`config.mk`:
```
export PLATFORM = sky130hd
export DESIGN_NAME = lvp_lane
export DESIGN_NICKNAME = d
export VERILOG_FILES = /design/src/rtl/core/lvp_pkg.sv /design/src/rtl/core/lvp_sqrt.sv /design/src/rtl/core/lvp_lane.sv
export SDC_FILE = /design/constraint.sdc
export NUM_CORES = 2
export LEC_CHECK = 0
export BUFFER_PORTS_ARGS = -buffer_cell sky130_fd_sc_hd__buf_2
export CAP_MARGIN = 10
export CORE_MARGIN = 5
export CORE_UTILIZATION = 45
export CTS_BUF_LIST = sky130_fd_sc_hd__clkbuf_8
export DETAILED_ROUTE_END_ITERATION = 10
export PLACE_DENSITY_LB_ADDON = 0.2
export SLEW_MARGIN = 10
export SYNTH_ARGS = -nofsm -noshare
export SYNTH_HDL_FRONTEND = slang
export SYNTH_HIERARCHICAL = 1
export SYNTH_SLANG_ARGS = --single-unit
```
`constraint.sdc`:
```
create_clock -name clk -period 8.03 [get_ports clk]
set_clock_uncertainty 0.05 [all_clocks]
set_input_delay 1.2045 -clock clk [delete_from_list [all_inputs] [get_ports clk]]
set_output_delay 1.2045 -clock clk [all_outputs]
set_load 0.005 [all_outputs]
```
`src/rtl/core/lvp_pkg.sv`:
```
// Shared types and constants for the line voltage from phase voltages unit.
// Holds the per-transaction control word, register codes and fixed-point constants.
// No dependencies.
`default_nettype none

package lvp_pkg;

  // Fixed-point constants: sqrt(3) in Q1.16 and sin(120 deg) as 887/1024.
  localparam int unsigned SQRT3_Q16    = 113512;
  localparam int unsigned SQRT3_SHIFT  = 16;
  localparam int unsigned SQRT3_BITS   = 17;
  localparam int unsigned PH_SIN_NUM   = 887;
  localparam int unsigned PH_SIN_SHIFT = 10;

  // Configuration bus shape.
  localparam int unsigned PADDR_W = 3;
  localparam int unsigned PDATA_W = 32;

  // Register indexes, taken from paddr bit 2.
  localparam logic REG_CONN_MODE    = 1'b0;
  localparam logic REG_SINGLE_PHASE = 1'b1;

  // Control word that travels alongside each transaction through the lanes.
  typedef struct packed {
    logic valid;
    logic single;
    logic phasor;
  } lvp_ctrl_t;

endpackage

`default_nettype wire

```
`src/rtl/core/lvp_sqrt.sv`:
```
// Pipelined integer square root, one result bit per stage, with a sideband
// value and the control word carried alongside. Depends on lvp_pkg.
`default_nettype none

module lvp_sqrt #(
  parameter int unsigned NR  = 17,
  parameter int unsigned SBW = 17
) (
  input  wire logic                clk,
  input  wire logic                rst_n,
  input  wire logic                advance,
  input  wire lvp_pkg::lvp_ctrl_t  ctrl_i,
  input  wire logic [2*NR-1:0]     rad_i,
  input  wire logic [SBW-1:0]      side_i,
  output      lvp_pkg::lvp_ctrl_t  ctrl_o,
  output      logic [NR-1:0]       root_o,
  output      logic [SBW-1:0]      side_o
);
  import lvp_pkg::*;

  // Per-stage pipeline registers.
  lvp_ctrl_t       ctrl_r [NR];
  logic [NR:0]     rem_r  [NR];
  logic [NR-1:0]   root_r [NR];
  logic [2*NR-1:0] rad_r  [NR];
  logic [SBW-1:0]  side_r [NR];

  genvar k;
  generate
    for (k = 0; k < NR; k++) begin : g_stage
      lvp_ctrl_t       ctrl_p;
      logic [NR:0]     rem_p;
      logic [NR-1:0]   root_p;
      logic [2*NR-1:0] rad_p;
      logic [SBW-1:0]  side_p;
      logic [NR+2:0]   cur;
      logic [NR+2:0]   trial;
      logic [NR+2:0]   diff;

      // The first stage starts from an empty remainder and root.
      if (k == 0) begin : g_first
        assign ctrl_p = ctrl_i;
        assign rem_p  = '0;
        assign root_p = '0;
        assign rad_p  = rad_i;
        assign side_p = side_i;
      end else begin : g_next
        assign ctrl_p = ctrl_r[k-1];
        assign rem_p  = rem_r[k-1];
        assign root_p = root_r[k-1];
        assign rad_p  = rad_r[k-1];
        assign side_p = side_r[k-1];
      end

      // Bring down the next two radicand bits and try the next root bit.
      assign cur   = {rem_p, rad_p[2*NR-1 -: 2]};
      assign trial = {1'b0, root_p, 2'b01};
      assign diff  = cur - trial;

      always_ff @(posedge clk) begin
        if (!rst_n) begin
          ctrl_r[k] <= '0;
        end else if (advance) begin
          ctrl_r[k] <= ctrl_p;
        end
      end

      always_ff @(posedge clk) begin
        if (advance) begin
          if (cur >= trial) begin
            rem_r[k]  <= diff[NR:0];
            root_r[k] <= {root_p[NR-2:0], 1'b1};
          end else begin
            rem_r[k]  <= cur[NR:0];
            root_r[k] <= {root_p[NR-2:0], 1'b0};
          end
          rad_r[k]  <= rad_p << 2;
          side_r[k] <= side_p;
        end
      end
    end
  endgenerate

  assign ctrl_o = ctrl_r[NR-1];
  assign root_o = root_r[NR-1];
  assign side_o = side_r[NR-1];

  // A finished root leaves a remainder no larger than twice the root.
  a_rem_bound: assert property (@(posedge clk) disable iff (!rst_n)
    ctrl_o.valid |-> (rem_r[NR-1] <= {root_o, 1'b0}))
    else $error("square root remainder out of bound");

endmodule

`default_nettype wire

```
`src/rtl/core/lvp_lane.sv`:
```
// One lane: forms the averaged and phasor operands for a phase pair, squares
// and sums them, then runs the pipelined square root. Depends on lvp_pkg, lvp_sqrt.
`default_nettype none

module lvp_lane #(
  parameter int unsigned VOLT_WIDTH = 16
) (
  input  wire logic                  clk,
  input  wire logic                  rst_n,
  input  wire logic                  advance,
  input  wire lvp_pkg::lvp_ctrl_t    ctrl_i,
  input  wire logic [VOLT_WIDTH-1:0] a_i,
  input  wire logic [VOLT_WIDTH-1:0] b_i,
  output      lvp_pkg::lvp_ctrl_t    ctrl_o,
  output      logic [VOLT_WIDTH:0]   root_o,
  output      logic [VOLT_WIDTH:0]   lin_o
);
  import lvp_pkg::*;

  localparam int unsigned VW  = VOLT_WIDTH;
  localparam int unsigned NR  = VW + 1;
  localparam int unsigned YPW = VW + PH_SIN_SHIFT;
  localparam int unsigned LPW = VW + SQRT3_BITS;

  // Stage one: phasor components and the operand for the sqrt(3) product.
  logic [VW:0]    x_nxt;
  logic [YPW-1:0] yprod;
  logic [VW:0]    pair_sum;
  logic [VW-1:0]  v_nxt;

  lvp_ctrl_t      ctrl1_r;
  logic [VW:0]    x_r;
  logic [VW-1:0]  y_r;
  logic [VW-1:0]  v_r;

  assign x_nxt    = NR'(a_i) + NR'(b_i[VW-1:1]);
  assign yprod    = YPW'(b_i) * YPW'(PH_SIN_NUM);
  assign pair_sum = NR'(a_i) + NR'(b_i);
  assign v_nxt    = ctrl_i.single ? a_i : pair_sum[VW:1];

  // Stage two: squares and the truncated sqrt(3) product.
  logic [2*NR-1:0] xx_nxt;
  logic [2*VW-1:0] yy_nxt;
  logic [LPW-1:0]  lprod;

  lvp_ctrl_t       ctrl2_r;
  logic [2*NR-1:0] xx_r;
  logic [2*VW-1:0] yy_r;
  logic [VW:0]     lin1_r;

  assign xx_nxt = (2*NR)'(x_r) * (2*NR)'(x_r);
  assign yy_nxt = (2*VW)'(y_r) * (2*VW)'(y_r);
  assign lprod  = LPW'(v_r) * LPW'(SQRT3_Q16);

  // Stage three: sum of squares feeding the root.
  lvp_ctrl_t       ctrl3_r;
  logic [2*NR-1:0] sum_r;
  logic [VW:0]     lin2_r;

  always_ff @(posedge clk) begin
    if (!rst_n) begin
      ctrl1_r <= '0;
      ctrl2_r <= '0;
      ctrl3_r <= '0;
    end else if (advance) begin
      ctrl1_r <= ctrl_i;
      ctrl2_r <= ctrl1_r;
      ctrl3_r <= ctrl2_r;
    end
  end

  always_ff @(posedge clk) begin
    if (advance) begin
      x_r    <= x_nxt;
      y_r    <= yprod[YPW-1:PH_SIN_SHIFT];
      v_r    <= v_nxt;
      xx_r   <= xx_nxt;
      yy_r   <= yy_nxt;
      lin1_r <= lprod[LPW-1:SQRT3_SHIFT];
      sum_r  <= xx_r + (2*NR)'(yy_r);
      lin2_r <= lin1_r;
    end
  end

  // Square root, with the sqrt(3) result riding alongside.
  lvp_sqrt #(
    .NR  (NR),
    .SBW (NR)
  ) u_sqrt (
    .clk     (clk),
    .rst_n   (rst_n),
    .advance (advance),
    .ctrl_i  (ctrl3_r),
    .rad_i   (sum_r),
    .side_i  (lin2_r),
    .ctrl_o  (ctrl_o),
    .root_o  (root_o),
    .side_o  (lin_o)
  );

endmodule

`default_nettype wire

```
* Word-level counts from Yosys, hierarchy flattened
Memory sizes are Yosys's and may differ from the RTL's.
Index checks and enable logic that the tools add are counted.
** Word-level totals
- Bits in writable memories :: 1479
- Bits in registers :: 192
- Output and inout port bits :: 37
- Memories kept :: 5
** Memory list
- u_sqrt.rad_r :: words 17, bits a word 32, read ports 16, clocked after Yosys merged registers in 0, write ports 17, line lvp_sqrt.sv:25 : logic [2*NR-1:0] rad_r [NR];
- u_sqrt.rem_r :: words 17, bits a word 18, read ports 16, clocked after Yosys merged registers in 0, write ports 17, line lvp_sqrt.sv:23 : logic [NR:0] rem_r [NR];
- u_sqrt.root_r :: words 17, bits a word 17, read ports 17, clocked after Yosys merged registers in 0, write ports 17, line lvp_sqrt.sv:24 : logic [NR-1:0] root_r [NR];
- u_sqrt.side_r :: words 17, bits a word 17, read ports 17, clocked after Yosys merged registers in 0, write ports 17, line lvp_sqrt.sv:26 : logic [SBW-1:0] side_r [NR];
- u_sqrt.ctrl_r :: words 17, bits a word 3, read ports 17, clocked after Yosys merged registers in 0, write ports 17, line lvp_sqrt.sv:22 : lvp_ctrl_t ctrl_r [NR];
** Operators by class
- Mux-type cells :: 159
- $add $sub $neg :: 20
- $lt $le $gt $ge :: 17
- Bitwise gates (word level) :: 51
- Multipliers :: 4
** Operators with widths (count)
- $ge 20x19->1 :: 16
- $mux 18 :: 17
- $mux 17 :: 17
- $sub 18x18->18 :: 16
- $mux 1 :: 107
- $mux 3 :: 17
- $or 1x1->1 :: 51
- $add 34x32->34 :: 1
- $mul 17x17->34 :: 1
- $mul 16x16->32 :: 1
- $mul 16x14->30 const B :: 1
- $mul 16x10->26 const B :: 1
- $add 16x15->17 :: 1
- $add 16x16->17 :: 1
- $mux 16 :: 1
- $sub 2x1->3 const B :: 1
- $ge 2x1->1 const B :: 1

* Longest topological paths before layout
An unclocked memory read counts as a cell.
- Depth after elaboration :: 6
- Mapped depth :: 25
- Gate-level depth less buffers :: 23

* Modules after synthesis
The synthesis kept the hierarchy.
** By module, submodules not included
- lvp_sqrt :: area an instance 42580.8 sq um, cells an instance 2849, sequential area each 31009.7 sq um, times used 1
- lvp_lane :: area an instance 32696.4 sq um, cells an instance 3281, sequential area each 5615.4 sq um, times used 1

* Worst setup path before layout
OpenSTA, ideal clock, no wires.
- Path type :: reg-to-reg
- Start point :: reg x_r[14]
- End point :: reg xx_r[30] (data pin)
- Setup slack :: 1.874 ns
- Required time :: 7.845 ns
- Buffers on the path :: 3
- Period minus slack after synthesis :: 6.156 ns
- Arrival time :: 5.971 ns
- Cell stages (with the launch flop) :: 22
- Cells stage by stage :: edfxtp_1 clkbuf_1 clkbuf_1 nand2_1 inv_1 fa_1 fa_1 fa_1 fa_1 fa_1 inv_1 fa_1 inv_1 ha_1 clkbuf_1 a21oi_1 o21ai_0 or3_1 o21ai_2 a41oi_1 or4_1 nand3_1
** Between the ends
- Word-level cells in the longest chain between the ends :: 1
** Ends and longest elaborated chain
- from (decl) :: line lvp_lane.sv:32 : logic [VW:0] x_r;
- from (signal assigned) :: line lvp_lane.sv:74 : x_r <= x_nxt;
- $mul 17x17->34 :: line lvp_lane.sv:51 : assign xx_nxt = (2*NR)'(x_r) * (2*NR)'(x_r);
- named net xx_nxt[30] :: line lvp_lane.sv:42 : logic [2*NR-1:0] xx_nxt;
- to (signal assigned) :: line lvp_lane.sv:77 : xx_r <= xx_nxt;
- to (decl) :: line lvp_lane.sv:47 : logic [2*NR-1:0] xx_r;
The timed path passes the listed nets, and every way through them passes these cells.
A chain may end at the register's enable or synchronous reset.

* Worst setup path in the final report
- Start point :: reg x_r[5]
- End point :: reg xx_r[29] (data pin)
The elaborated chain is that of the path after synthesis.

==> summary.txt <==
Timing
  • Final setup fails: 0
  • Slew headroom: 22.96%
  • Total count of max-transition violations in the final report: 0
  • Slew @ Worst Pin: 1.152 ns
  • Period Utilization, post-route: 83.59%
  • RSZ-0062 raised after global routing: false
  • Final hold slack: 0.3190 ns
  • PnR worst setup slack: 1.318 ns
  • Final hold vios: 0
  • Upper clock frequency limit: 0.1490 GHz
  • Setup TNS Final: 0 ns
  • Min cycle time layout: 6.712 ns

Outcome
  • Outcome: finished, final reports clean

Routing
  • TritonRoute pass-1 iters: 6
  • Vias: 43,810
  • DRT antenna net count: 0
  • DRC: 0
  • WL/cell: 16.36 um
  • Initial DRC count: 2,805
  • Final wirelength: 141,800 um
  • Vias per inst: 5.053

Setup path
  • Crit Path Category: reg -> reg
  • Worst r2r dst: xx_r[29]
  • Flop-to-flop setup slack: 1.32 ns
  • Critical Path End Type: flip-flop
  • Startpoint Class: flip-flop
  • FF-to-FF Start: x_r[5]
  • Worst R2R Path Depth: 21
  • CP arrival: 7.29 ns
  • CP max FO: 18
  • Worst path required time: 8.61 ns

Global route
  • First-pass GRT wire length: 235,900 um
  • Most Crowded Layer GR: met2
  • Met2 GRT Util: 27.75%
  • Initial antenna violation count: 5
  • Total track usage: 16.57%
  • Largest net degree at the start of global routing: 170
  • Routing usage on met1: 21.78%
  • Vias in the first global route: 45,960
  • Met3 usage: 2.976%
  • Global route total overflow: 0

CTS
  • Post-CTS sizing: 0
  • Clk_lat worst skew: 0.92 ns
  • CTS buffer count: 203
  • CTS Buffer Depth: 3
  • Clk root buf: clkbuf_8
  • Cts hold-fix bufs: 0
  • # clock sinks: 1,223
  • CTS tree: built
  • Clock-pin slew of the registers on the worst-case setup and hold paths: 0.06 ns
  • CTS HTree Levels: 4
  • Setup bufs post-CTS: 0

Yosys
  • Seq cells post-synth: 1,223
  • Synthesized cell area: 75,280 um2
  • Post-synthesis cell type count: 94
  • Synth warnings: 6
  • Primary FF master, synth: edfxtp_1
  • Register area share after synthesis: 48.65%
  • Post-synth EDFFs: 1,213
  • Asr flop ratio synth: 0%
  • Avg Inst Size Synth: 12.28 um2
  • Gate Count Post-Synth: 6,130
  • Mapped Nets: 7,323

Die
  • # IOs: 75
  • Row count: 150
  • Core region area: 166,800 um2
  • Die Ht: 419 um
  • Initial Utilization: 45.12%
  • Die ar.: 175,600 um2
  • Die X: 419 um

Placement
  • Final GP Congestion: 0.8737
  • Detailed placement HPWL: 107,200 um
  • Pre-CTS setup slack: 1.319 ns
  • Port bufs: 74

Run
  • Max Cap Violations: 0

Finish
  • Layout fillers: 14,790
  • Proportion of layout cells with a drive suffix above 1: 6.607%
  • Synth-to-layout area growth: 9.080%
  • Layout Nets: 7,492

Hold path
  • Tightest Hold Check Type: reg -> reg
  • Hold Crit Start: u_sqrt/rad_r[0][297]
  • Hold path endpoint: u_sqrt/rad_r[0][329]
  • Hold Crit Depth: 0
## cell type report
class	instances	area, um2	area share (%)
sequential	1223	36630	44.60
multi-input combinational	3751	34320	41.79
inverter	1022	3836	4.672
clock buffer	207	2849	3.470
tap	2204	2758	3.358
clock inverter	162	1094	1.332
timing repair buffer	98	628.1	0.7649
antenna	3	7.507	0.009143
## state kept, by name (all words and copies together), names as in the netlist
register and cells:
ctrl2_r 3, ctrl3_r 3, x_r 17, ctrl1_r 3
u_sqrt/rem_r 268, u_sqrt/side_r 289, lin2_r 17, lin1_r 17
u_sqrt/ctrl_r 51, u_sqrt/rad_r 272, yy_r 31, sum_r 34
v_r 16, xx_r 33, u_sqrt/root_r 153, y_r 16
## routing by layer
layer  vias up  share of wire, %  routed length, um
met3       252               4.0               5647
met1     21320                45              63340
met2       754                48              68210
met5         -            0.0092                 13
li1      21490                 -                  -
met4         2               3.2               4592
## placed cells by master, fill, tap and decap left out, types with 22 or more instances in the layout
master / Yosys / final
nor2b_1: 46 / 46
or3_1: 26 / 26
a21o_1: 112 / 112
nor3_1: 88 / 87
edfxtp_1: 1213 / 1213
a21oi_1: 282 / 282
fa_1: 537 / 537
a31oi_1: 31 / 31
o21ai_0: 175 / 175
nand3_1: 71 / 71
o21bai_1: 29 / 29
nor2_1: 252 / 252
o211ai_1: 29 / 29
clkbuf_8: 0 / 207
xnor2_1: 214 / 214
xor2_1: 141 / 141
buf_2: 2 / 73
and3_1: 71 / 71
o31ai_1: 22 / 22
a211oi_1: 32 / 32
o21ai_1: 47 / 46
inv_1: 1019 / 1078
ha_1: 618 / 618
nand2b_1: 49 / 48
nand2_1: 377 / 377
clkinv_1: 0 / 55
clkinv_2: 0 / 22
and2_1: 133 / 133
nand4_1: 40 / 40
nor4_1: 27 / 27
o21a_1: 44 / 44
## per-stage QoR
stage | cell area (um2) | utilization, % | instances
after global placement | 78160 | 46.85 | 8298
after detailed placement | 78160 | 46.85 | 8298
after CTS | 82110 | 49.21 | 8667
after floorplan | 75280 | - | 6130
after global routing | 82110 | 49.21 | 8669
final | 82110 | 49.21 | 8670
## critical path: stages, from the launching register on
cell      delay, ns
edfxtp_1       0.81
nand2_1        0.18
fa_1           0.63
inv_1          0.07
fa_1           0.50
inv_1          0.05
fa_1           0.48
inv_1          0.06
fa_1           0.50
fa_1           0.54
inv_1          0.05
fa_1           0.53
inv_1          0.04
ha_1           0.28
a21oi_1        0.29
o21ai_0        0.18
nor3_1         0.19
o211ai_1       0.20
a31oi_2        0.34
o21ai_1        0.15
a31oi_1        0.22
xnor2_1        0.11
## cell families after synthesis
kind of cell / count (synthesis) / synth area share [%]
compound gates: 941 / 7.987
xor+xnor: 355 / 4.130
fa+ha+maj: 1155 / 24.55
buf+inv: 1156 / 5.788
flops: 1223 / 48.65
mux: 43 / 0.6183
simple gates: 1257 / 8.271
## synthesized netlist by cell type, types with 7 or more instances
master	number	area share (%)
o21a_1	44	0.44
nor2_1	252	1.3
a31oi_1	31	0.26
a41oi_1	7	0.081
or2_2	18	0.15
o21ai_0	175	1.2
nand2b_1	49	0.41
a31o_2	11	0.13
nand3b_1	9	0.090
nand3_1	71	0.47
a211oi_1	32	0.32
fa_1	537	14
nor2b_1	46	0.38
o21ai_1	47	0.31
inv_1	1019	5.1
xor2_1	141	1.6
o2111ai_1	9	0.10
nor3_1	88	0.59
mux2_1	9	0.13
and3_1	71	0.59
xnor2_1	214	2.5
mux2i_1	15	0.20
a211o_1	13	0.15
a21o_1	112	1.1
nand4_1	40	0.33
ha_1	618	10
clkbuf_1	129	0.64
or3_1	26	0.22
edfxtp_1	1213	48
or4_1	10	0.10
o31ai_1	22	0.22
o211ai_1	29	0.29
o41ai_1	10	0.12
o21bai_1	29	0.29
and2_1	133	1.1
dfxtp_1	10	0.27
mux2_2	19	0.28
a2111oi_0	8	0.093
o31a_1	10	0.12
nor4_1	27	0.22
a21oi_1	282	1.9
nand2_1	377	1.9
a311oi_1	7	0.081
## worst max path at each step
stage	from	endpoint	slack (ns)	cells past startpoint
final	x_r[5]	xx_r[29]	1.32	21
after global routing	x_r[5]	xx_r[29]	0.88	21
after CTS	x_r[5]	xx_r[29]	1.30	21
after detailed placement	x_r[5]	xx_r[29]	1.32	21
after global placement	y_r[6]	yy_r[31]	1.46	22
after floorplan	x_r[14]	xx_r[30]	1.87	21
Power is left out: the tool's default activity adds up to more than one toggle a clock period on the data nets, which glitch-free logic cannot reach.
