### src/rtl/core/lvp_pkg.sv
// Shared types and constants for the line voltage from phase voltages unit.
// Holds the per-transaction control word, register codes and fixed-point constants.
// No dependencies.
`default_nettype none

package lvp_pkg;

  // Fixed-point constants: sqrt(3) in Q1.16 and sin(120 deg) as 887/1024.
  localparam int unsigned SQRT3_Q16    = 113512;
  localparam int unsigned SQRT3_SHIFT  = 16;
  localparam int unsigned SQRT3_BITS   = 17;
  localparam int unsigned PH_SIN_NUM   = 887;
  localparam int unsigned PH_SIN_SHIFT = 10;

  // Configuration bus shape.
  localparam int unsigned PADDR_W = 3;
  localparam int unsigned PDATA_W = 32;

  // Register indexes, taken from paddr bit 2.
  localparam logic REG_CONN_MODE    = 1'b0;
  localparam logic REG_SINGLE_PHASE = 1'b1;

  // Control word that travels alongside each transaction through the lanes.
  typedef struct packed {
    logic valid;
    logic single;
    logic phasor;
  } lvp_ctrl_t;

endpackage

`default_nettype wire

### src/rtl/core/lvp_merge.sv
// Merging stage: picks each line voltage from the lane results by mode,
// saturates it and holds it in the output register. Depends on lvp_pkg.
`default_nettype none

module lvp_merge #(
  parameter int unsigned VOLT_WIDTH = 16
) (
  input  wire logic                  clk,
  input  wire logic                  rst_n,
  input  wire lvp_pkg::lvp_ctrl_t    ctrl_i,
  input  wire logic [VOLT_WIDTH:0]   root_rs_i,
  input  wire logic [VOLT_WIDTH:0]   root_st_i,
  input  wire logic [VOLT_WIDTH:0]   root_rt_i,
  input  wire logic [VOLT_WIDTH:0]   lin_rs_i,
  input  wire logic [VOLT_WIDTH:0]   lin_st_i,
  input  wire logic [VOLT_WIDTH:0]   lin_rt_i,
  input  wire logic                  out_ready_i,
  output      logic                  advance_o,
  output      logic                  out_valid_o,
  output      logic [VOLT_WIDTH-1:0] line_rs_o,
  output      logic [VOLT_WIDTH-1:0] line_st_o,
  output      logic [VOLT_WIDTH-1:0] line_rt_o
);
  import lvp_pkg::*;

  localparam int unsigned VW = VOLT_WIDTH;

  // Clamp a result that carries one bit of headroom.
  function automatic logic [VW-1:0] sat_volt(input logic [VW:0] v);
    sat_volt = v[VW] ? {VW{1'b1}} : v[VW-1:0];
  endfunction

  logic          out_valid_r;
  logic [VW-1:0] rs_r, st_r, rt_r;
  logic [VW-1:0] rs_nxt, st_nxt, rt_nxt;

  // Mode selection; single phase wins over the connection mode.
  always_comb begin
    if (ctrl_i.single) begin
      rs_nxt = sat_volt(lin_rs_i);
      st_nxt = '0;
      rt_nxt = '0;
    end else if (ctrl_i.phasor) begin
      rs_nxt = sat_volt(root_rs_i);
      st_nxt = sat_volt(root_st_i);
      rt_nxt = sat_volt(root_rt_i);
    end else begin
      rs_nxt = sat_volt(lin_rs_i);
      st_nxt = sat_volt(lin_st_i);
      rt_nxt = sat_volt(lin_rt_i);
    end
  end

  // The whole pipeline moves unless a held result is being refused.
  assign advance_o = !out_valid_r || out_ready_i;

  always_ff @(posedge clk) begin
    if (!rst_n) begin
      out_valid_r <= 1'b0;
    end else if (advance_o) begin
      out_valid_r <= ctrl_i.valid;
    end
  end

  always_ff @(posedge clk) begin
    if (advance_o && ctrl_i.valid) begin
      rs_r <= rs_nxt;
      st_r <= st_nxt;
      rt_r <= rt_nxt;
    end
  end

  assign out_valid_o = out_valid_r;
  assign line_rs_o   = rs_r;
  assign line_st_o   = st_r;
  assign line_rt_o   = rt_r;

  // The pipeline only freezes behind a result that is waiting.
  a_stall_cause: assert property (@(posedge clk) disable iff (!rst_n)
    !advance_o |-> out_valid_r)
    else $error("pipeline stalled without a pending result");

  // A refused result must still be there in the next cycle.
  a_hold: assert property (@(posedge clk) disable iff (!rst_n)
    (out_valid_r && !out_ready_i) |=> (out_valid_r && $stable(rs_r)))
    else $error("pending result lost while stalled");

endmodule

`default_nettype wire

### config.mk
export PLATFORM = sky130hd
export DESIGN_NAME = lvp_merge
export DESIGN_NICKNAME = d
export VERILOG_FILES = /design/src/rtl/core/lvp_pkg.sv /design/src/rtl/core/lvp_merge.sv
export SDC_FILE = /design/constraint.sdc
export NUM_CORES = 1
export LEC_CHECK = 0
export ABC_CLOCK_PERIOD_IN_PS = 2400
export BUFFER_PORTS_ARGS = -buffer_cell sky130_fd_sc_hd__buf_2
export CORE_ASPECT_RATIO = 1.2
export CORE_UTILIZATION = 30
export CTS_BUF_LIST = sky130_fd_sc_hd__clkbuf_8
export CTS_CLUSTER_SIZE = 30
export DETAILED_ROUTE_END_ITERATION = 8
export PLACE_DENSITY_LB_ADDON = 0.05
export RECOVER_POWER = 100
export SYNTH_ARGS = -nofsm -noshare
export SYNTH_HDL_FRONTEND = slang
export SYNTH_SLANG_ARGS = --single-unit
### constraint.sdc
create_clock -name clk -period 2.4 [get_ports clk]
set_clock_uncertainty 0.15 [all_clocks]
set_input_delay 0.12 -clock clk [delete_from_list [all_inputs] [get_ports clk]]
set_output_delay 0.12 -clock clk [all_outputs]
set_load 0.01 [all_outputs]
# Word level (Yosys, flattened, before mapping)
# Index checks and enable logic that the tools add are counted.
# Widths: inputs -> output; s select.
# word_totals
output_inout_bits,50
regBits,49
word_cells,17
in_bits,108
# classes
n_reduce_logical,3
mux,10
# ops
cell,count
$mux 16,10
$logic_and 1x1->1,1
$logic_not 1->1,1
$logic_or 1x1->1,1

# Logic depth before layout (Yosys ltp)
# Gate-level depths: netlist of run 1.
# logic_depth
word_depth,3
mapped_depth,5
mapped_depth_nobuf,2

# Worst setup path before layout of run 1
# OpenSTA, ideal clock, no wires.
# synth_timing
path_kind,register to register
startpoint,register out_valid_r (netlist: out_valid_o)
endpoint,"register rs_r[0] (netlist: line_rs_o[0]), enable pin"
required_ps,1839
synth_period_minus_slack_ps,2222
arrival_time_ps,1662
setup_time_ps,411
n_path_buf,0
stages_incl_launch_ff,3
setup_slack_ps,178
cell_sequence,dfxtp_1 > nand2b_1 > and2_1
# synth_between
elab_chain_cells,3
# synth_lines
element,line,text
from (decl),lvp_merge.sv:33,logic out_valid_r;
from (signal assigned),lvp_merge.sv:61,out_valid_r <= ctrl_i.valid;
$logic_not 1->1,lvp_merge.sv:55,assign advance_o = !out_valid_r || out_ready_i;
$logic_or 1x1->1,lvp_merge.sv:55,
net advance_o,lvp_merge.sv:18,"output logic advance_o,"
$logic_and 1x1->1,lvp_merge.sv:66,if (advance_o && ctrl_i.valid) begin
to (signal assigned),lvp_merge.sv:67,rs_r <= rs_nxt;
to (decl),lvp_merge.sv:34,"logic [VW-1:0] rs_r, st_r, rt_r;"
# The timed path passes the listed nets, and every way through them passes these cells.
# A chain may end at the register's enable or synchronous reset.

# Worst setup path after layout of run 1
# layout_timing
startpoint,register out_valid_r (netlist: out_valid_o)
endpoint,"register rt_r[13] (netlist: line_rt_o[13]), enable pin"
# layout_between
elab_chain_cells,3
# layout_lines
element,line,text
$logic_not 1->1,lvp_merge.sv:55,
$logic_or 1x1->1,lvp_merge.sv:55,
$logic_and 1x1->1,lvp_merge.sv:66,
to (signal assigned),lvp_merge.sv:69,rt_r <= rt_nxt;
to (decl),lvp_merge.sv:34,
# Every way passes these cells.

==> results of run 1 <==
-- routing by layer --
layer / vias up / global-route usage / routed length (µm)
met2: 100 / 0.272 / 3270
met5: - / 0 / 0
met1: 1037 / 0.174 / 2730
met3: 9 / 0.0388 / 507
met4: 0 / 0.0526 / 125
li1: 1110 / - / -
-- worst min-delay path, stage by stage --
cell and delay [ns]:
buf_2 0.08, nor2_1 0.03, o22ai_1 0.10
-- sequential cells by signal, indices dropped and copies added (netlist names) --
name and cells:
line_rs_o 16, line_rt_o 16, line_st_o 16, out_valid_o 1
-- cell families (layout without fill, tap and decap cells) --
group	after synthesis	count (layout)
AND/OR/NAND/NOR	100	100
flip-flops	49	49
AO/OA/AOI/OAI	33	33
buffers and inverters	23	194
multiplexers	16	16
-- final timing paths --
path | to | slack, ns | depth (start not counted)
max | line_rt_o[13] | 0.43 | 3
max reg2reg | line_rt_o[13] | 0.43 | 3
min | line_rt_o[2] | 0.01 | 3
min reg2reg | out_valid_o | 0.94 | 3
-- cell type report --
cell class / count / share of cell area
Clock inverter: 2 / 0.00217
Sequential cell: 49 / 0.423
Clock buffer: 5 / 0.0199
Multi-Input combinational cell: 149 / 0.231
Tap cell: 95 / 0.0344
Timing Repair Buffer: 186 / 0.289
Inverter: 1 / 0.00109
-- timing repair --
| action | 4_1_cts | 5_1_grt |
|---|---|---|
| endpoints found under the hold margin | 22 | 0 |
| hold buffers | 26 | 0 |
| resized for setup | 0 | 0 |
-- per-stage QoR --
step | total power (µW) | setup WS (ns)
2_1_floorplan | 1260 | 0.178
3_3_place_gp | 1420 | 0.891
3_5_place_dp | 1420 | 0.877
4_1_cts | 1920 | 0.742
5_1_grt | 1950 | 0.337
6_report | 1850 | 0.432
-- power by group --
group          switching [µW]  internal [µW]
logic                     196            171
registers                15.1           1020
clock network             261            193
total                     471           1380
-- synth_stat cells, drive strengths merged --
cell type / number
mux2i: 16
and2: 1
edfxtp: 48
buf: 14
dfxtp: 1
nor2: 96
inv: 1
o22ai: 32
clkbuf: 8
a21boi: 1
nand2b: 2
or2: 1
==> run_results.csv, run 1 <==
group,metric,value,unit
run_status,status,"finished, final reports clean",
synth,yosys.area.top_type,"edfxtp_1",
critical_path,arrival,1.73,ns
timing,drv_slew,0,
place,dp_cells,454,
synth,synth.top_cells.by_area,"edfxtp_1 58%, nor2_1 14%, o22ai_2 10%, mux2i_1 6.4%, o22ai_1 3.0%",
synth,syn_inst,221,
place,gp_routability_congestion,0.670,
synth,synth-seq-area-share,0.585,
floorplanning,core,8110,µm²
drt,drt-initial-drc-count,62,
drt,vias,2256,
clocking,clock_latency,0.29,ns
critical_path,cp-startpoint,"out_valid_o",
flow_run,max_cap_violations,0,
critical_path,cpLargestDelayFamily,"buffers and inverters",
timing,setup_tns,0,ns
synth,syn_area_per_cell,11.3,µm²
cells_and_area,final_area,3460,µm²
floorplanning,die_h,102,µm
cells_and_area,area.growth.synth_to_final,38.5,%
critical_path,path_buf_inv,1,
timing,fmax,508,MHz
drt,wl_per_cell,13.6,µm
cells_and_area,fillCellCount,863,
timing,hold_ws,0.00983,ns
cells_and_area,diodes,0,
synth,synth_cell_type_count,17,
drt,drc,0,
timing,grt_setup_unrepaired,"no",
cells_and_area,layout-drive-gt1-share,0.309,
cells_and_area,postLayoutCoreUtil,0.427,
place,hpwl,4420,µm
drt,firstDrtPassIters,4,
power,power_density,536,nW/µm²
cells_and_area,mostFrequentLayoutCell,"buf_2",
critical_path,crit_chain,"nand2b_1 -> and2_2 -> buf_2",
timing,fin_crit_sh,0.820,
place,port_buffers,157,
synth,synth_nets,329,
cells_and_area,layout_common_cells,"107 x buf_2, 96 x nor2_1, 52 x clkbuf_1, 48 x edfxtp_1",
power,leakage,0.00150,µW
clocking,cts_root_buf,"clkbuf_8",
min_path,hold_class,"primary input to flop",
critical_path,r2r_start,"out_valid_o",
synth,synth_mux_area_frac,0.0641,
critical_path,start_kind,"flop",
floorplanning,pin_count,158,
global_routing,grt_pass1_wl,10200,µm
floorplanning,fp-row-count,36,
critical_path,slowest_delay,0.84,ns
power,ir_drop,210,µV
floorplanning,dieArea,8690,µm²
clocking,clk_pin_slew,0.08,ns
synth,ys_warn_count,0,
synth,synth_compound_area_frac,0.133,
cells_and_area,nets,500,
clocking,tritoncts,"yes",
global_routing,grt_pass1_vias,2190,
timing,hold_violations,0,
global_routing,grt-ovfl-total,0,
critical_path,criticalPathCategory,"flop to flop",
critical_path,crit_fanout,48,
synth,ys_ff_latch,49,
global_routing,grt_max_degree,49,
synth,synth_area,2500,µm²
global_routing,antenna_found_initial,0,
clocking,post_cts.repair.setup_buffers,0,
clocking,numCtsBuffers,5,
timing,setup_viol,0,
clocking,cts_buffer_depth,2,
timing,tightest_slew,1.28,ns
synth,synth_top_family_by_area,"simple AND/OR/NAND/NOR gates",
place,post_dp_cell_area,3290,µm²
synth,synth_xor_area_frac,0,
critical_path,slowest_stage,"buf_2",
synth,synth_top_area_share,0.577,
critical_path,cp.required,2.16,ns
clocking,numClockSinks,49,
min_path,min-delay-start,"lin_rt_i[2]",
synth,synth_adder_area_share,0,
timing,fin_crit,1.97,ns
cells_and_area,register_area,1460,µm²
floorplanning,die_w,85.3,µm
cells_and_area,stdcell_count,487,
global_routing,grt_usage,0.151,
timing,slew_headroom,0.148,
clocking,htreeDepth,2,
drt,routed_wl,6630,µm
drt,viasPerCell,4.63,
critical_path,critPathCaptureType,"flop",
floorplanning,initial_core_util,0.308,
cells_and_area,multiInputGateArea,800,µm²
synth,yosys.area_share.simple,0.157,
drt,antenna_left,0,
(Power assumes the default switching activity.)
==> run 2, diff against run 1 <==
--- a/config.mk
+++ b/config.mk
@@ -5,7 +5,7 @@
 export SDC_FILE = /design/constraint.sdc
 export NUM_CORES = 1
 export LEC_CHECK = 0
-export ABC_CLOCK_PERIOD_IN_PS = 2400
+export ABC_CLOCK_PERIOD_IN_PS = 1770
 export BUFFER_PORTS_ARGS = -buffer_cell sky130_fd_sc_hd__buf_2
 export CORE_ASPECT_RATIO = 1.2
 export CORE_UTILIZATION = 30
==> constraint.sdc (replaced) <==
create_clock -name clk -period 1.77 [get_ports clk]
set_clock_uncertainty 0.15 [all_clocks]
set_input_delay 0.0885 -clock clk [delete_from_list [all_inputs] [get_ports clk]]
set_output_delay 0.0885 -clock clk [all_outputs]
set_load 0.01 [all_outputs]
==> run_results.csv, run 2 (same netlist as run 1, synthesis figures left out) <==
group,metric,value,unit
run_status,status,"finished, final reports clean",
drt,viasPerCell,4.57,
timing,fmax,612,MHz
floorplanning,core,8110,µm²
critical_path,crit_fanout,1,
power,power_density,651,nW/µm²
floorplanning,initial_core_util,0.308,
critical_path,criticalPathCategory,"primary input to flop",
critical_path,critPathCaptureType,"flop",
clocking,numCtsBuffers,5,
timing,grt_setup_unrepaired,"no",
critical_path,path_buf_inv,3,
drt,firstDrtPassIters,4,
clocking,clock_latency,0.30,ns
floorplanning,die_h,102,µm
critical_path,crit_chain,"dlygate4sd3_1 -> buf_2 -> nor2_1 -> o22ai_1 -> dlygate4sd3_1",
global_routing,grt_usage,0.166,
critical_path,arrival,1.53,ns
cells_and_area,fillCellCount,786,
timing,tightest_slew,0.659,ns
global_routing,grt_max_degree,49,
power,ir_drop,268,µV
critical_path,cp-startpoint,"lin_rt_i[3]",
floorplanning,die_w,85.3,µm
critical_path,cpLargestDelayFamily,"buffers and inverters",
critical_path,crit_top_cell,"dlygate4sd3_1",
clocking,numClockSinks,49,
cells_and_area,layout_common_cells,"104 x buf_2, 96 x nor2_1, 90 x dlygate4sd3_1, 52 x clkbuf_1, 48 x edfxtp_1",
timing,slew_headroom,0.561,
critical_path,cp.required,1.66,ns
critical_path,slowest_delay,0.60,ns
place,dp_cells,454,
cells_and_area,layout-drive-gt1-share,0.300,
critical_path,start_kind,"primary input",
drt,drc,0,
timing,fin_crit,1.63,ns
cells_and_area,stdcell_count,552,
place,hpwl,4530,µm
cells_and_area,area.growth.synth_to_final,69.0,%
cells_and_area,mostFrequentLayoutCell,"buf_2",
timing,setup_viol,0,
timing,setup_tns,0,ns
drt,wl_per_cell,13.5,µm
critical_path,slowest_stage,"dlygate4sd3_1",
clocking,tritoncts,"yes",
global_routing,grt_pass1_vias,2433,
clocking,cts_buffer_depth,2,
place,gp_routability_congestion,0.672,
clocking,htreeDepth,2,
global_routing,grt-ovfl-total,0,
drt,antenna_left,0,
drt,vias,2524,
cells_and_area,nets,564,
place,post_dp_cell_area,3300,µm²
power,p_total,2750,µW
global_routing,grt_pass1_wl,11200,µm
floorplanning,dieArea,8690,µm²
floorplanning,fp-row-count,36,
clocking,cts_root_buf,"clkbuf_8",
drt,drt-initial-drc-count,90,
cells_and_area,final_area,4220,µm²
cells_and_area,diodes,0,
floorplanning,pin_count,158,
global_routing,antenna_found_initial,0,
clocking,clk_pin_slew,0.09,ns
power,leakage,0.00183,µW
place,port_buffers,157,
flow_run,max_cap_violations,0,
min_path,min-delay-start,"lin_rt_i[15]",
critical_path,r2r_start,"out_valid_o",
timing,fin_crit_sh,0.923,
min_path,hold_class,"primary input to flop",
timing,drv_slew,0,
drt,routed_wl,7470,µm
timing,hold_violations,0,
-- run 2: final timing paths --
check,to,slack [ns],cells after the start
max reg2reg,line_rt_o[10],0.15,3
max,line_rt_o[3],0.14,5
min reg2reg,out_valid_o,0.95,3
min,line_rt_o[15],0.00001,3
-- run 2: area by class of cell --
| cell class | instances | area, µm² | area share |
|---|---|---|---|
| multi-input combinational | 149 | 890 | 0.211 |
| sequential | 49 | 1460 | 0.346 |
| timing repair buffer | 250 | 1660 | 0.393 |
| clock inverter | 2 | 7.51 | 0.00178 |
| inverter | 1 | 3.75 | 0.000889 |
| clock buffer | 6 | 82.6 | 0.0196 |
| tap | 95 | 119 | 0.0282 |
-- run 2: routing by layer --
layer  GRT usage  part of all wire  vias up
li1            -                 -     1239
met1       0.177              0.41     1174
met2       0.314              0.51      107
met3      0.0468             0.074        4
met4      0.0603            0.0084        0
met5           0                 0        -
-- run 2: report_power, final --
| group | switching (µW) | leakage (µW) | internal (µW) |
|---|---|---|---|
| clock | 366 | 0.0000538 | 308 |
| combinational | 303 | 0.00131 | 370 |
| sequential | 21.4 | 0.000468 | 1380 |
-- run 2: what timing repair did --
item                                    CTS  global route
hold endpoints to repair                 48             0
gates resized for setup                   0             1
hold buffers                             90             0
buffers inserted                          0             0
endpoints found under the setup margin    0            25
-- run 2: worst register-to-register path, stage by stage (launching register included) --
cell	delay, ns
dfxtp_1	0.32
nand2b_1	0.09
and2_2	0.14
buf_4	0.50
-- run 2: stage by stage --
step,hold slack [ns],util,setup slack (ns)
2_1_floorplan,0.0773,-,0.0623
4_1_cts,0.000501,0.530,0.0461
3_3_place_gp,0.197,0.408,0.260
3_5_place_dp,0.207,0.408,0.249
6_report,0.00000971,0.521,0.137
5_1_grt,0.000693,0.521,0.0870
==> run 3, diff against run 2 <==
--- a/config.mk
+++ b/config.mk
@@ -12,8 +12,10 @@
 export CTS_BUF_LIST = sky130_fd_sc_hd__clkbuf_8
 export CTS_CLUSTER_SIZE = 30
 export DETAILED_ROUTE_END_ITERATION = 8
+export MAX_ROUTING_LAYER = met4
 export PLACE_DENSITY_LB_ADDON = 0.05
 export RECOVER_POWER = 100
 export SYNTH_ARGS = -nofsm -noshare
 export SYNTH_HDL_FRONTEND = slang
 export SYNTH_SLANG_ARGS = --single-unit
+export TNS_END_PERCENT = 1
==> run_results.csv, run 3 (same netlist as run 1, synthesis figures left out) <==
group,metric,value,unit
run_status,status,"finished with violations",
run_status,violations,"negative hold slack",
timing,grt_setup_unrepaired,"no",
floorplanning,die_h,102,µm
cells_and_area,register_area,1460,µm²
power,leakage,0.00183,µW
timing,slew_headroom,0.562,
critical_path,r2r_setup_slack,0.15,ns
clocking,tritoncts,"yes",
place,gp_routability_congestion,0.679,
critical_path,criticalPathCategory,"primary input to flop",
timing,hold_violations,1,
drt,antenna_left,0,
critical_path,crit_chain,"dlygate4sd3_1 -> buf_2 -> nor2_1 -> o22ai_1 -> dlygate4sd3_1",
power,power_density,652,nW/µm²
critical_path,cpLargestDelayFamily,"buffers and inverters",
critical_path,r2r_start,"out_valid_o",
clocking,numClockSinks,49,
critical_path,cp.required,1.66,ns
critical_path,path_buf_inv,3,
critical_path,cp-startpoint,"lin_rt_i[3]",
min_path,hold_class,"primary input to flop",
floorplanning,initial_core_util,0.308,
drt,drc,0,
global_routing,grt_pass1_wl,11200,µm
critical_path,worstSetupPathDepth,5,
critical_path,slowest_stage,"dlygate4sd3_1",
global_routing,grt_usage,0.172,
global_routing,grt_busiest_layer,"met2",
global_routing,grt_pass1_vias,2424,
drt,routed_wl,7480,µm
floorplanning,core,8110,µm²
global_routing,met3_usage,0.0380,
clocking,clk_pin_slew,0.09,ns
critical_path,slowest_delay,0.60,ns
global_routing,use_met1,0.185,
global_routing,grt-ovfl-total,0,
clocking,cts_root_buf,"clkbuf_8",
place,port_buffers,157,
power,ir_drop,269,µV
cells_and_area,layout_common_cells,"104 x buf_2, 96 x nor2_1, 90 x dlygate4sd3_1, 52 x clkbuf_1, 48 x edfxtp_1",
cells_and_area,layout-drive-gt1-share,0.300,
drt,vias,2549,
timing,setup_viol,0,
timing,fin_crit_sh,0.926,
drt,firstDrtPassIters,4,
critical_path,arrival,1.53,ns
floorplanning,dieArea,8690,µm²
critical_path,crit_top_cell,"dlygate4sd3_1",
global_routing,grt_max_degree,49,
clocking,numCtsBuffers,5,
timing,tightest_slew,0.657,ns
timing,drv_slew,0,
flow_run,max_cap_violations,0,
floorplanning,die_w,85.3,µm
floorplanning,fp-row-count,36,
floorplanning,pin_count,158,
cells_and_area,diodes,0,
cells_and_area,multiInputGateArea,890,µm²
critical_path,r2r-end,"line_rt_o[10]",
critical_path,start_kind,"primary input",
critical_path,reg2regPathDepth,3,
cells_and_area,area.growth.synth_to_final,69.0,%
place,hpwl,4530,µm
critical_path,cp-endpoint,"line_rt_o[3]",
cells_and_area,stdcell_count,552,
critical_path,crit_fanout,1,
cells_and_area,fillCellCount,786,
timing,hold_ws,-0.00555,ns
cells_and_area,mostFrequentLayoutCell,"buf_2",
drt,viasPerCell,4.62,
timing,setup_tns,0,ns
critical_path,critPathCaptureType,"flop",
place,dp_cells,454,
global_routing,antenna_found_initial,0,
drt,wl_per_cell,13.5,µm
clocking,clock_latency,0.29,ns
min_path,min-delay-start,"lin_rt_i[15]",
clocking,htreeDepth,2,
clocking,cts_buffer_depth,2,
timing,fin_crit,1.64,ns
cells_and_area,nets,564,
global_routing,met2_usage,0.314,
power,p_total,2750,µW
drt,drt-initial-drc-count,103,
timing,fmax,610,MHz
[run 3: cell counts in the layout (fill, tap and decap cells not counted)]
No cell type changed its count.
[run 3: through the flow]
| stage | setup slack (ns) | instance area, µm² | util | hold WS [ns] |
|---|---|---|---|---|
| after detailed placement | 0.249 | 3300 | 0.408 | 0.207 |
| after global placement | 0.260 | 3300 | 0.408 | 0.197 |
| after floorplan | 0.0623 | 2500 | - | 0.0773 |
| after global routing | 0.0889 | 4220 | 0.521 | 0.000684 |
| after CTS | 0.0461 | 4300 | 0.530 | 0.000501 |
| final | 0.131 | 4220 | 0.521 | -0.00555 |
[run 3: layout make-up]
type,count,share of cell area
multi-input combinational,149,0.211
sequential,49,0.346
timing repair buffer,250,0.393
clock buffer,6,0.0196
clock inverter,2,0.00178
inverter,1,0.000889
tap,95,0.0282
[run 3: worst min path at each step]
| stage | depth (start not counted) | to | slack [ns] |
|---|---|---|---|
| after floorplan | 2 | out_valid_o | 0.08 |
| after global placement | 2 | out_valid_o | 0.20 |
| after detailed placement | 2 | out_valid_o | 0.21 |
| after CTS | 3 | line_rt_o[15] | 0.0005 |
| after global routing | 3 | line_rt_o[15] | 0.0007 |
| final | 3 | line_rt_o[15] | -0.006 |
[run 3: per-layer routing]
metal / wire length, µm / vias to the layer above / part of all wire
met3: 499 / 6 / 0.067
met4: 67 / 0 / 0.0090
met2: 3820 / 116 / 0.51
li1: - / 1241 / -
met1: 3090 / 1186 / 0.41
met5: 0 / - / 0
[run 3: repair_timing]
action                                  in CTS  in global routing
hold endpoints to repair                    48                  0
setup buffers                                0                  0
resized for setup                            0                  1
endpoints found under the setup margin       0                 24
hold buffers                                90                  0
[run 3: worst register-to-register path: stages (launching register included)]
cell and delay, ns:
dfxtp_1 0.32, nand2b_1 0.09, and2_2 0.14, buf_4 0.50
[run 3: where the power goes]
part	switching [µW]	internal [µW]	leakage, µW	total (µW)
registers	21.4	1380	0.000468	1400
clock network	369	308	0.0000538	678
logic	303	370	0.00131	673
total	694	2060	0.00183	2750
